### src/hw/rtl/tsip_pkg.sv
// package for the text to signed integer parser
// holds transaction types, character codes and the digit decode function
// no dependencies
`timescale 1ns / 1ps

package tsip_pkg;

   typedef struct packed {
      logic       start_req;
      logic [7:0] ch;
   } req_type;

   typedef struct packed {
      logic signed [63:0] value;
      logic               overflowed;
      logic               digits_seen;
      logic [15:0]        end_offset;
   } rsp_type;

   localparam logic [5:0] RADIX_MAX  = 6'd36;
   localparam logic [5:0] BASE_AUTO  = 6'd0;
   localparam logic [5:0] BASE_BIN   = 6'd2;
   localparam logic [5:0] BASE_OCT   = 6'd8;
   localparam logic [5:0] BASE_DEC   = 6'd10;
   localparam logic [5:0] BASE_HEX   = 6'd16;
   localparam logic [5:0] NOT_DIGIT  = 6'd63;

   localparam logic [7:0] CH_TAB     = 8'd9;
   localparam logic [7:0] CH_CR      = 8'd13;
   localparam logic [7:0] CH_SPACE   = 8'd32;
   localparam logic [7:0] CH_PLUS    = 8'd43;
   localparam logic [7:0] CH_MINUS   = 8'd45;
   localparam logic [7:0] CH_0       = 8'd48;
   localparam logic [7:0] CH_9       = 8'd57;
   localparam logic [7:0] CH_UPPER_A = 8'd65;
   localparam logic [7:0] CH_UPPER_B = 8'd66;
   localparam logic [7:0] CH_UPPER_X = 8'd88;
   localparam logic [7:0] CH_UPPER_Z = 8'd90;
   localparam logic [7:0] CH_LOWER_A = 8'd97;
   localparam logic [7:0] CH_LOWER_B = 8'd98;
   localparam logic [7:0] CH_LOWER_X = 8'd120;
   localparam logic [7:0] CH_LOWER_Z = 8'd122;

   localparam logic [63:0] POS_LIMIT = 64'h7FFF_FFFF_FFFF_FFFF;
   localparam logic [63:0] NEG_LIMIT = 64'h8000_0000_0000_0000;

   function automatic logic [5:0] digit_of(input logic [7:0] c);
      logic [7:0] d;
      d = 8'd0;
      if (c >= CH_0 && c <= CH_9) begin
         d = c - CH_0;
      end else if (c >= CH_UPPER_A && c <= CH_UPPER_Z) begin
         d = c - CH_UPPER_A + 8'd10;
      end else if (c >= CH_LOWER_A && c <= CH_LOWER_Z) begin
         d = c - CH_LOWER_A + 8'd10;
      end else begin
         d = {2'b00, NOT_DIGIT};
      end
      return d[5:0];
   endfunction

endpackage

### src/hw/rtl/text_to_signed_integer_parser.sv
// streaming text to signed 64-bit integer parser, one character per transaction
// depends on tsip_pkg
//
// usage: characters enter on the req_ channel, one per transaction; start_req
// marks the first character of a string and drops any parse in progress.
// leading white space and one sign are skipped, 0x / 0b prefixes and base 0
// auto detection follow the csr_ radix register (the user must write it only
// while idle; the block does not enforce it). the character that ends the
// number yields one rsp_ transaction with the value (saturated on overflow),
// the overflow flag, a digits flag and the end offset; later characters of
// the same string yield nothing. the result is registered and appears on rsp_
// in the cycle after the ending character is accepted. throughput: one
// character per cycle, set by the single 64x6 multiply-add and limit compare
// per character. when the receiver stalls with a result held, req_ready drops
// until it is taken. reset clears the parse state as if a new string had
// started, sets radix to 0 and empties the result register.
`timescale 1ns / 1ps

module text_to_signed_integer_parser #(
   parameter logic [31:0] MAX_LEN = 32'd65535
) (
   input  logic             clock,
   input  logic             reset,
   input  logic             req_valid,
   output logic             req_ready,
   input  tsip_pkg::req_type req_data,
   output logic             rsp_valid,
   input  logic             rsp_ready,
   output tsip_pkg::rsp_type rsp_data,
   input  logic             csr_write_enable,
   input  logic [5:0]       csr_write_data
);

   localparam logic [15:0] POS_CAP = (MAX_LEN < 32'd65535) ? MAX_LEN[15:0] : 16'hFFFF;

   typedef enum logic [2:0] {
      PH_SKIP,
      PH_SIGNED,
      PH_ZERO,
      PH_PREFIXED,
      PH_DIGITS,
      PH_DONE
   } phase_type;

   phase_type         phase_ff, phase_in, cur_phase;
   logic              negative_ff, negative_in, cur_neg;
   logic [5:0]        base_ff, base_in;
   logic [63:0]       acc_ff, acc_in, cur_acc;
   logic              ovf_ff, ovf_in, cur_ovf;
   logic              any_ff, any_in, cur_any;
   logic [15:0]       pos_ff, pos_in, cur_pos;
   logic [5:0]        radix_ff;
   logic              rsp_valid_ff;
   tsip_pkg::rsp_type rsp_data_ff, rsp_data_in;
   logic              emit;

   logic              accept;
   logic [7:0]        c;
   logic [5:0]        digit;
   logic [5:0]        step_base;
   logic [69:0]       prod;
   logic [69:0]       limit;
   logic              radix_auto_hex, radix_auto_bin, is_space;

   assign accept    = req_valid && req_ready;
   assign req_ready = !rsp_valid_ff || rsp_ready;
   assign rsp_valid = rsp_valid_ff;
   assign rsp_data  = rsp_data_ff;

   assign c     = req_data.ch;
   assign digit = tsip_pkg::digit_of(c);

   // start of a string restarts the parse before this character is used
   assign cur_phase = req_data.start_req ? PH_SKIP : phase_ff;
   assign cur_neg   = req_data.start_req ? 1'b0 : negative_ff;
   assign cur_acc   = req_data.start_req ? 64'd0 : acc_ff;
   assign cur_ovf   = req_data.start_req ? 1'b0 : ovf_ff;
   assign cur_any   = req_data.start_req ? 1'b0 : any_ff;
   assign cur_pos   = req_data.start_req ? 16'd0 : pos_ff;

   assign radix_auto_hex = (radix_ff == tsip_pkg::BASE_AUTO) || (radix_ff == tsip_pkg::BASE_HEX);
   assign radix_auto_bin = (radix_ff == tsip_pkg::BASE_AUTO) || (radix_ff == tsip_pkg::BASE_BIN);
   assign is_space = (c == tsip_pkg::CH_SPACE) || (c >= tsip_pkg::CH_TAB && c <= tsip_pkg::CH_CR);

   always_comb begin
      case (cur_phase)
         PH_SKIP, PH_SIGNED: begin
            step_base = (radix_ff == tsip_pkg::BASE_AUTO) ? tsip_pkg::BASE_DEC : radix_ff;
         end
         PH_ZERO: begin
            step_base = (radix_ff == tsip_pkg::BASE_AUTO) ? tsip_pkg::BASE_OCT : radix_ff;
         end
         default: begin
            step_base = base_ff;
         end
      endcase
   end

   assign prod  = {6'd0, cur_acc} * {64'd0, step_base} + {64'd0, digit};
   assign limit = cur_neg ? {6'd0, tsip_pkg::NEG_LIMIT} : {6'd0, tsip_pkg::POS_LIMIT};

   always_comb begin
      logic do_step;
      logic step_any;
      logic zeros;
      do_step     = 1'b0;
      step_any    = cur_any;
      zeros       = 1'b0;
      emit        = 1'b0;
      phase_in    = cur_phase;
      negative_in = cur_neg;
      base_in     = req_data.start_req ? 6'd0 : base_ff;
      acc_in      = cur_acc;
      ovf_in      = cur_ovf;
      any_in      = cur_any;
      pos_in      = (cur_pos < POS_CAP) ? cur_pos + 16'd1 : cur_pos;
      rsp_data_in = rsp_data_ff;

      if (cur_phase == PH_DONE) begin
         pos_in = cur_pos;
      end else if (radix_ff > tsip_pkg::RADIX_MAX &&
                   (cur_phase == PH_SKIP || cur_phase == PH_SIGNED || cur_phase == PH_ZERO)) begin
         emit     = 1'b1;
         zeros    = 1'b1;
         phase_in = PH_DONE;
      end else begin
         case (cur_phase)
            PH_SKIP, PH_SIGNED: begin
               if (cur_phase == PH_SKIP && is_space) begin
                  phase_in = PH_SKIP;
               end else if (cur_phase == PH_SKIP && c == tsip_pkg::CH_MINUS) begin
                  negative_in = 1'b1;
                  phase_in    = PH_SIGNED;
               end else if (cur_phase == PH_SKIP && c == tsip_pkg::CH_PLUS) begin
                  phase_in = PH_SIGNED;
               end else if (c == tsip_pkg::CH_0 && (radix_auto_hex || radix_auto_bin)) begin
                  base_in  = radix_ff;
                  phase_in = PH_ZERO;
               end else begin
                  do_step = 1'b1;
               end
            end
            PH_ZERO: begin
               if (radix_auto_hex &&
                   (c == tsip_pkg::CH_LOWER_X || c == tsip_pkg::CH_UPPER_X)) begin
                  base_in  = tsip_pkg::BASE_HEX;
                  phase_in = PH_PREFIXED;
               end else if (radix_auto_bin &&
                            (c == tsip_pkg::CH_LOWER_B || c == tsip_pkg::CH_UPPER_B)) begin
                  base_in  = tsip_pkg::BASE_BIN;
                  phase_in = PH_PREFIXED;
               end else begin
                  // the leading zero counts as a digit of value zero
                  step_any = 1'b1;
                  do_step  = 1'b1;
               end
            end
            default: begin
               do_step = 1'b1;
            end
         endcase

         if (do_step) begin
            base_in = step_base;
            any_in  = step_any;
            if (step_base == 6'd0 || digit >= step_base) begin
               emit     = 1'b1;
               phase_in = PH_DONE;
            end else begin
               if (cur_ovf || prod > limit) begin
                  ovf_in = 1'b1;
               end else begin
                  acc_in = prod[63:0];
               end
               any_in   = 1'b1;
               phase_in = PH_DIGITS;
            end
         end
      end

      if (emit) begin
         if (zeros) begin
            rsp_data_in.value       = 64'sd0;
            rsp_data_in.overflowed  = 1'b0;
            rsp_data_in.digits_seen = 1'b0;
            rsp_data_in.end_offset  = 16'd0;
         end else begin
            if (cur_ovf) begin
               rsp_data_in.value = cur_neg ? tsip_pkg::NEG_LIMIT : tsip_pkg::POS_LIMIT;
            end else begin
               rsp_data_in.value = cur_neg ? 64'd0 - cur_acc : cur_acc;
            end
            rsp_data_in.overflowed  = cur_ovf;
            rsp_data_in.digits_seen = step_any;
            rsp_data_in.end_offset  = step_any ? cur_pos : 16'd0;
         end
      end
   end

   always_ff @(posedge clock) begin
      if (reset) begin
         phase_ff     <= PH_SKIP;
         negative_ff  <= 1'b0;
         base_ff      <= 6'd0;
         acc_ff       <= 64'd0;
         ovf_ff       <= 1'b0;
         any_ff       <= 1'b0;
         pos_ff       <= 16'd0;
         radix_ff     <= 6'd0;
         rsp_valid_ff <= 1'b0;
      end else begin
         if (csr_write_enable) begin
            radix_ff <= csr_write_data;
         end
         if (accept) begin
            phase_ff    <= phase_in;
            negative_ff <= negative_in;
            base_ff     <= base_in;
            acc_ff      <= acc_in;
            ovf_ff      <= ovf_in;
            any_ff      <= any_in;
            pos_ff      <= pos_in;
         end
         if (accept && emit) begin
            rsp_valid_ff <= 1'b1;
         end else if (rsp_ready) begin
            rsp_valid_ff <= 1'b0;
         end
      end
   end

   // result payload
   always_ff @(posedge clock) begin
      if (accept && emit) begin
         rsp_data_ff <= rsp_data_in;
      end
   end

endmodule
### config.mk
export PLATFORM = sky130hd
export DESIGN_NAME = text_to_signed_integer_parser
export DESIGN_NICKNAME = d
export VERILOG_FILES = /design/src/hw/rtl/tsip_pkg.sv /design/src/hw/rtl/text_to_signed_integer_parser.sv
export SDC_FILE = /design/constraint.sdc
export NUM_CORES = 2
export LEC_CHECK = 0
export BUFFER_PORTS_ARGS = -buffer_cell sky130_fd_sc_hd__buf_2
export CORE_MARGIN = 3
export CORE_UTILIZATION = 60
export DETAILED_ROUTE_END_ITERATION = 10
export HOLD_SLACK_MARGIN = 0.1
export PLACE_DENSITY = 0.78
export SLEW_MARGIN = 15
export SYNTH_ARGS = -nofsm -noshare
export SYNTH_HDL_FRONTEND = slang
export SYNTH_SLANG_ARGS = --single-unit
### constraint.sdc
create_clock -name clock -period 10.89 [get_ports clock]
set_input_delay 0.5445 -clock clock [delete_from_list [all_inputs] [get_ports clock]]
set_output_delay 0.5445 -clock clock [all_outputs]
set_load 0.01 [all_outputs]
Word-level counts from Yosys, hierarchy flattened
Cells that the tools add are included.
{"block": "word_totals", "input_bits": 20, "reg_bits": 181, "out_inout_bits": 84, "word_cells": 161}
{"block": "classes", "mux": 81, "multipliers": 1, "n_addsub": 8, "n_reduce_logical": 32, "bitwise": 1, "order_cmp": 12, "n_eq_ne": 13}
{"op": "$mux 64", "count": 10}
{"op": "$mux 6", "count": 15}
{"op": "$add 70x6->70", "count": 1}
{"op": "$gt 70x64->1", "count": 1}
{"op": "$mul 64x6->70", "count": 1}
{"op": "$sub 1x64->64 const A", "count": 1}
{"op": "$mux 16", "count": 3}
{"op": "$mux 1", "count": 39}
{"op": "$eq 8x6->1 const B", "count": 4}
{"op": "$eq 8x7->1 const B", "count": 4}
{"op": "$mux 3", "count": 10}
{"op": "$pmux 6 s2", "count": 2}
{"op": "$add 16x1->16 const B", "count": 1}
{"op": "$ge 8x7->1 const B", "count": 2}
{"op": "$le 8x7->1 const B", "count": 2}
{"op": "$lt 16x16->1 const B", "count": 1}
{"op": "$logic_and 1x1->1", "count": 13}
{"op": "$add 6x4->6 const B", "count": 2}
{"op": "$logic_not 6->1", "count": 2}
{"op": "$sub 6x6->6 const B", "count": 2}
{"op": "$logic_or 1x1->1", "count": 11}
{"op": "$ge 8x4->1 const B", "count": 1}
{"op": "$ge 8x6->1 const B", "count": 1}
{"op": "$le 8x4->1 const B", "count": 1}
{"op": "17 further kinds", "count": 18}

Longest topological paths before layout
{"block": "depth", "ltp_word": 16, "ltp_mapped": 40, "mapped_depth_nobuf": 37}

Worst setup path before layout
OpenSTA, ideal clock, no wires.
{"block": "synth_path", "kind": "input port to flip-flop", "from": "in req_data[8] (netlist bit)", "to": "reg acc_ff[53]", "setup_slack_ns": 1.574, "n_path_buf": 6, "setup_ns": 0.117, "t_required_ns": 10.773, "t_arrival_ns": 9.199, "cell_stages": 36, "cell_sequence": "clkbuf_1 -> clkbuf_1 -> clkbuf_1 -> clkbuf_1 -> clkbuf_1 -> nor2b_1 -> nand2_1 -> fa_1 -> fa_1 -> inv_1 -> fa_1 -> inv_1 -> fa_1 -> inv_1 -> ha_1 -> o211ai_1 -> a21oi_1 -> o41ai_2 -> a2111oi_1 -> nor3_2 -> o41ai_2 -> a31oi_1 -> o21ai_0 -> xnor2_1 -> ha_1 -> nand3_1 -> nor3_1 -> nand3_1 -> o32ai_1 -> nor2_1 -> a2111oi_0 -> nand4b_1 -> nor4b_1 -> a211oi_1 -> clkbuf_1 -> a22o_1"}
{"block": "synth_via", "elab_chain_len": 13}
{"element": "start, declared", "line": "text_to_signed_integer_parser.sv:26", "text": "input tsip_pkg::req_type req_data,"}
{"element": "$mux 3", "line": "text_to_signed_integer_parser.sv:74", "text": "assign cur_phase = req_data.start_req ? PH_SKIP : phase_ff;"}
{"element": "$eq 3x1->1 / $logic_not 3->1 (equally long branches)", "line": "text_to_signed_integer_parser.sv:86, text_to_signed_integer_parser.sv:122, text_to_signed_integer_parser.sv:127"}
{"element": "$reduce_or 2->1", "line": "text_to_signed_integer_parser.sv:86, text_to_signed_integer_parser.sv:127"}
{"element": "$pmux 6 s2", "line": "text_to_signed_integer_parser.sv:86", "text": "case (cur_phase)"}
{"element": "$mul 64x6->70", "line": "text_to_signed_integer_parser.sv:99", "text": "assign prod = {6'd0, cur_acc} * {64'd0, step_base} + {64'd0, digit};"}
{"element": "$add 70x6->70", "line": "text_to_signed_integer_parser.sv:99"}
{"element": "$gt 70x64->1", "line": "text_to_signed_integer_parser.sv:170", "text": "if (cur_ovf || prod > limit) begin"}
{"element": "$logic_or 1x1->1", "line": "text_to_signed_integer_parser.sv:170"}
{"element": "$mux 64", "line": "text_to_signed_integer_parser.sv:170"}
{"element": "$mux 64", "line": "text_to_signed_integer_parser.sv:166", "text": "if (step_base == 6'd0 || digit >= step_base) begin"}
{"element": "$mux 64", "line": "text_to_signed_integer_parser.sv:163", "text": "if (do_step) begin"}
{"element": "$mux 64", "line": "text_to_signed_integer_parser.sv:121", "text": "end else if (radix_ff > tsip_pkg::RADIX_MAX &&"}
{"element": "$mux 64 *", "line": "text_to_signed_integer_parser.sv:119", "text": "if (cur_phase == PH_DONE) begin"}
{"element": "end signal, assigned", "line": "text_to_signed_integer_parser.sv:219", "text": "acc_ff <= acc_in;"}
{"element": "end, declared", "line": "text_to_signed_integer_parser.sv:48", "text": "logic [63:0] acc_ff, acc_in, cur_acc;"}
Every way passes the cells marked *; elsewhere a longest branch is shown, timed or not. The select of a mux whose other input is x is not followed.
A chain may end at the register's enable or synchronous reset.

Final worst setup path
{"block": "layout_path", "from": "reg radix_ff[0]", "to": "reg acc_ff[30]"}
{"block": "layout_via", "elab_chain_len": 14}
{"element": "start, declared", "line": "text_to_signed_integer_parser.sv:52", "text": "logic [5:0] radix_ff;"}
{"element": "start signal, assigned", "line": "text_to_signed_integer_parser.sv:213", "text": "radix_ff <= csr_write_data;"}
{"element": "parallel branches: the longest is 12 deep, another holds $mul 64x6->70"}
{"element": "$mux 64 *", "line": "text_to_signed_integer_parser.sv:121"}
{"element": "$mux 64 *", "line": "text_to_signed_integer_parser.sv:119"}
Every way passes the cells marked *. The select of a mux whose other input is x is not followed.

==> results.yml <==
status:
  status: "completed"
timing:
  finalHoldViolCount: 0
  fmax_mhz: 96.4
  rsz0062_at_grt: "false"
  maxSlewHeadroom_pct: 23.0
  setup_viol: 0
  min_period_ns: 10.37
  period_share_pct: 95.2
  tns_ns: 0
  slew_viol_final: 0
  clock_skew_ns: 0.0200
  tightest_slew_ns: 1.16
  hold_slack_ns: 0.304
clock_tree:
  clk_path_buf_depth: 2
  cts_tree: "yes"
  cts_buffers: 17
  clock_latency_ns: 0.49
  cts-root-buf: "clkbuf_16"
  cts.sinks: 181
  cts.clk_slew.worst_paths_ns: 0.08
  htreeDepth: 4
  cts-hold-fix-buffers: 0
  ctsResizeCount: 0
  cts_setup_buffers: 0
yosys:
  synthArstFlopShare_pct: 0
  yosys_warnings: 0
  syn_avg_cell_area_um2: 8.33
  synthTopCellsByArea: "fa_1 (21%), ha_1 (12%), edfxtp_1 (10%)"
  synth_most_common_cell: "nor2_1"
  synthCells: 2858
  synthFlopType: "dfxtp_1"
  yosys.area.top_type: "fa_1"
  synth_top_area_share_pct: 21.2
  synth_edf_count: 82
  ys_ff_latch: 181
  synthesis.nets: 3357
  ys_types: 85
  synth_commonest_cells: "nor2_1 (449), nand2_1 (326), fa_1 (252)"
  synth_area_mm2: 0.0238
  yosysSeqAreaShare_pct: 18.7
setup_path:
  cp-start-kind: "register"
  cp_max_fo: 31
  crit_slowest_cell: "or4_1"
  crit_family: "compound AO/OA/AOI/OAI gates"
  crit_top_cell: "inv_1"
  critPathMaxStageDelay_ns: 0.67
  worstPathArrival_ns: 10.79
  crit_buf_inv: 8
  crit_required_ns: 11.30
  end_kind: "register"
  critPathKind: "register to register"
power:
  irDropWorstVdd_uv: 88.4
  switching_share_pct: 34.6
  p_clk_share_pct: 37.8
  finalPower_mw: 1.78
  p_per_area_mw_per_mm2: 70.0
  switchingPower_uw: 616
  pwr-share-seq_pct: 43.1
  p_leak_nw: 12.2
  internal-power_mw: 1.17
  p_comb_share_pct: 19.1
placed_design:
  placed_cell_area_mm2: 0.0248
  gp_congestion: 0.991
  dpl.hpwl_um: 57900
  port_buffers: 103
global_routing:
  grt_overflow_total: 0
  grt_pass1_vias: 21700
  track_usage_pct: 36.0
  grt_pass1_wl_um: 119000
  antenna_found_initial: 0
  grt_start_max_net_pins: 83
route:
  wl_per_cell_um: 22.0
  via_per_inst: 6.45
  routed_wl_um: 74700
  drtAntennaViolNets: 0
  dr.pass1.iters: 8
  drtIter0Drc: 2230
  num_vias: 21900
  drc: 0
min_path:
  hold_class: "primary input to register"
layout:
  fin_area_mm2: 0.0254
  areaGrowthSynthToFinish_pct: 6.86
  n_antenna_cell: 0
  drive_gt1_share_pct: 7.57
  nets: 3367
  fillers: 3351
floorplanning:
  rows: 72
  start_util_pct: 61.2
  die_area_mm2: 0.0421
  io_pins: 104
  die_h_um: 205
  die_w_um: 205
  core-area_mm2: 0.0389
flow_run:
  drv_cap: 0
==> stage by stage <==
stage	setup WS, ns	utilization (%)	cells
2_1_floorplan	1.57	-	2858
4_1_cts	0.503	65.3	3398
6_report	0.519	65.4	3399
3_5_place_dp	0.504	63.7	3366
3_3_place_gp	0.636	63.7	3366
5_1_grt	0.119	65.4	3399
==> cell usage in the layout (no fill, tap or decap), types with 29 or more instances in the layout <==
cell type and n:
xor2_1 30, a21o_1 55, nand3_1 39, a22o_1 63, ha_1 227, nor3_1 45
o21ai_0 131, dfxtp_1 98, nand2_1 326, buf_4 39, a221oi_1 32, xnor2_1 49
nand4_1 29, inv_1 209, nor2b_1 64, a21oi_1 160, buf_2 102, fa_1 252
a31oi_1 29, nor2_1 448, edfxtp_1 82
==> metal layers <==
| layer | GRT usage (%) | routed length, um | vias up | part of all wire, % |
|---|---|---|---|---|
| li1 | - | - | 9912 | - |
| met1 | 51.6 | 32000 | 10600 | 43 |
| met2 | 55.6 | 33000 | 1243 | 44 |
| met3 | 6.11 | 7420 | 161 | 9.9 |
| met4 | 12.1 | 2270 | 0 | 3.0 |
| met5 | 0 | 0 | - | 0 |
==> cell families (layout without fill, tap and decap cells) <==
group	count (synthesis)	in the layout	share of synthesized area [%]
XOR/XNOR	79	79	2.91
multiplexers	13	13	0.562
buffers and inverters	374	397	6.13
AO/OA/AOI/OAI	661	661	18.7
AND/OR/NAND/NOR	1071	1071	19.9
flip-flops	181	181	18.7
adder cells (fa/ha/maj)	479	479	33.1
==> worst paths after layout <==
kind | endpoint | from | cells after the start | slack [ns]
hold / removal | radix_ff[1] | csr_write_data[1] | 3 | 0.30
hold reg to reg | pos_ff[1] | pos_ff[1] | 2 | 0.46
setup / recovery | acc_ff[30] | radix_ff[0] | 38 | 0.52
setup reg to reg | acc_ff[30] | radix_ff[0] | 38 | 0.52
==> cell type report <==
cell class              instances  area, um^2  share of cell area (%)
clock buffers                  17         425                    1.67
clock inverters                15         204                   0.802
inverters                     217         820                    3.22
multi-input cells            2303       18000                    70.6
flip-flops and latches        181        4450                    17.5
well taps                     518         648                    2.55
repair buffers                148         938                    3.69
==> sequential cells by signal, summed over array words and instances, names as in the netlist <==
register	cells
ovf_ff	1
phase_ff	3
negative_ff	1
rsp_valid	1
any_ff	1
pos_ff	16
rsp_data	82
radix_ff	6
acc_ff	64
base_ff	6
==> worst register-to-register path, delay by kind of cell (launching register included) <==
| family | cells | cell delay, ns |
|---|---|---|
| buffers and inverters | 8 | 1.23 |
| AO/OA/AOI/OAI | 11 | 3.30 |
| flip-flops | 1 | 0.36 |
| adder cells (fa/ha/maj) | 6 | 2.39 |
| XOR/XNOR | 1 | 0.14 |
| AND/OR/NAND/NOR | 12 | 2.88 |
==> power by group through the flow <==
| stage | registers (mW) | clock network (mW) | logic (mW) |
|---|---|---|---|
| 2_1_floorplan | 0.795 | 0 | 0.183 |
| 3_3_place_gp | 0.781 | 0 | 0.323 |
| 3_5_place_dp | 0.783 | 0 | 0.328 |
| 4_1_cts | 0.767 | 0.675 | 0.329 |
| 5_1_grt | 0.771 | 0.701 | 0.362 |
| 6_report | 0.768 | 0.674 | 0.340 |
(Power assumes the default switching activity.)
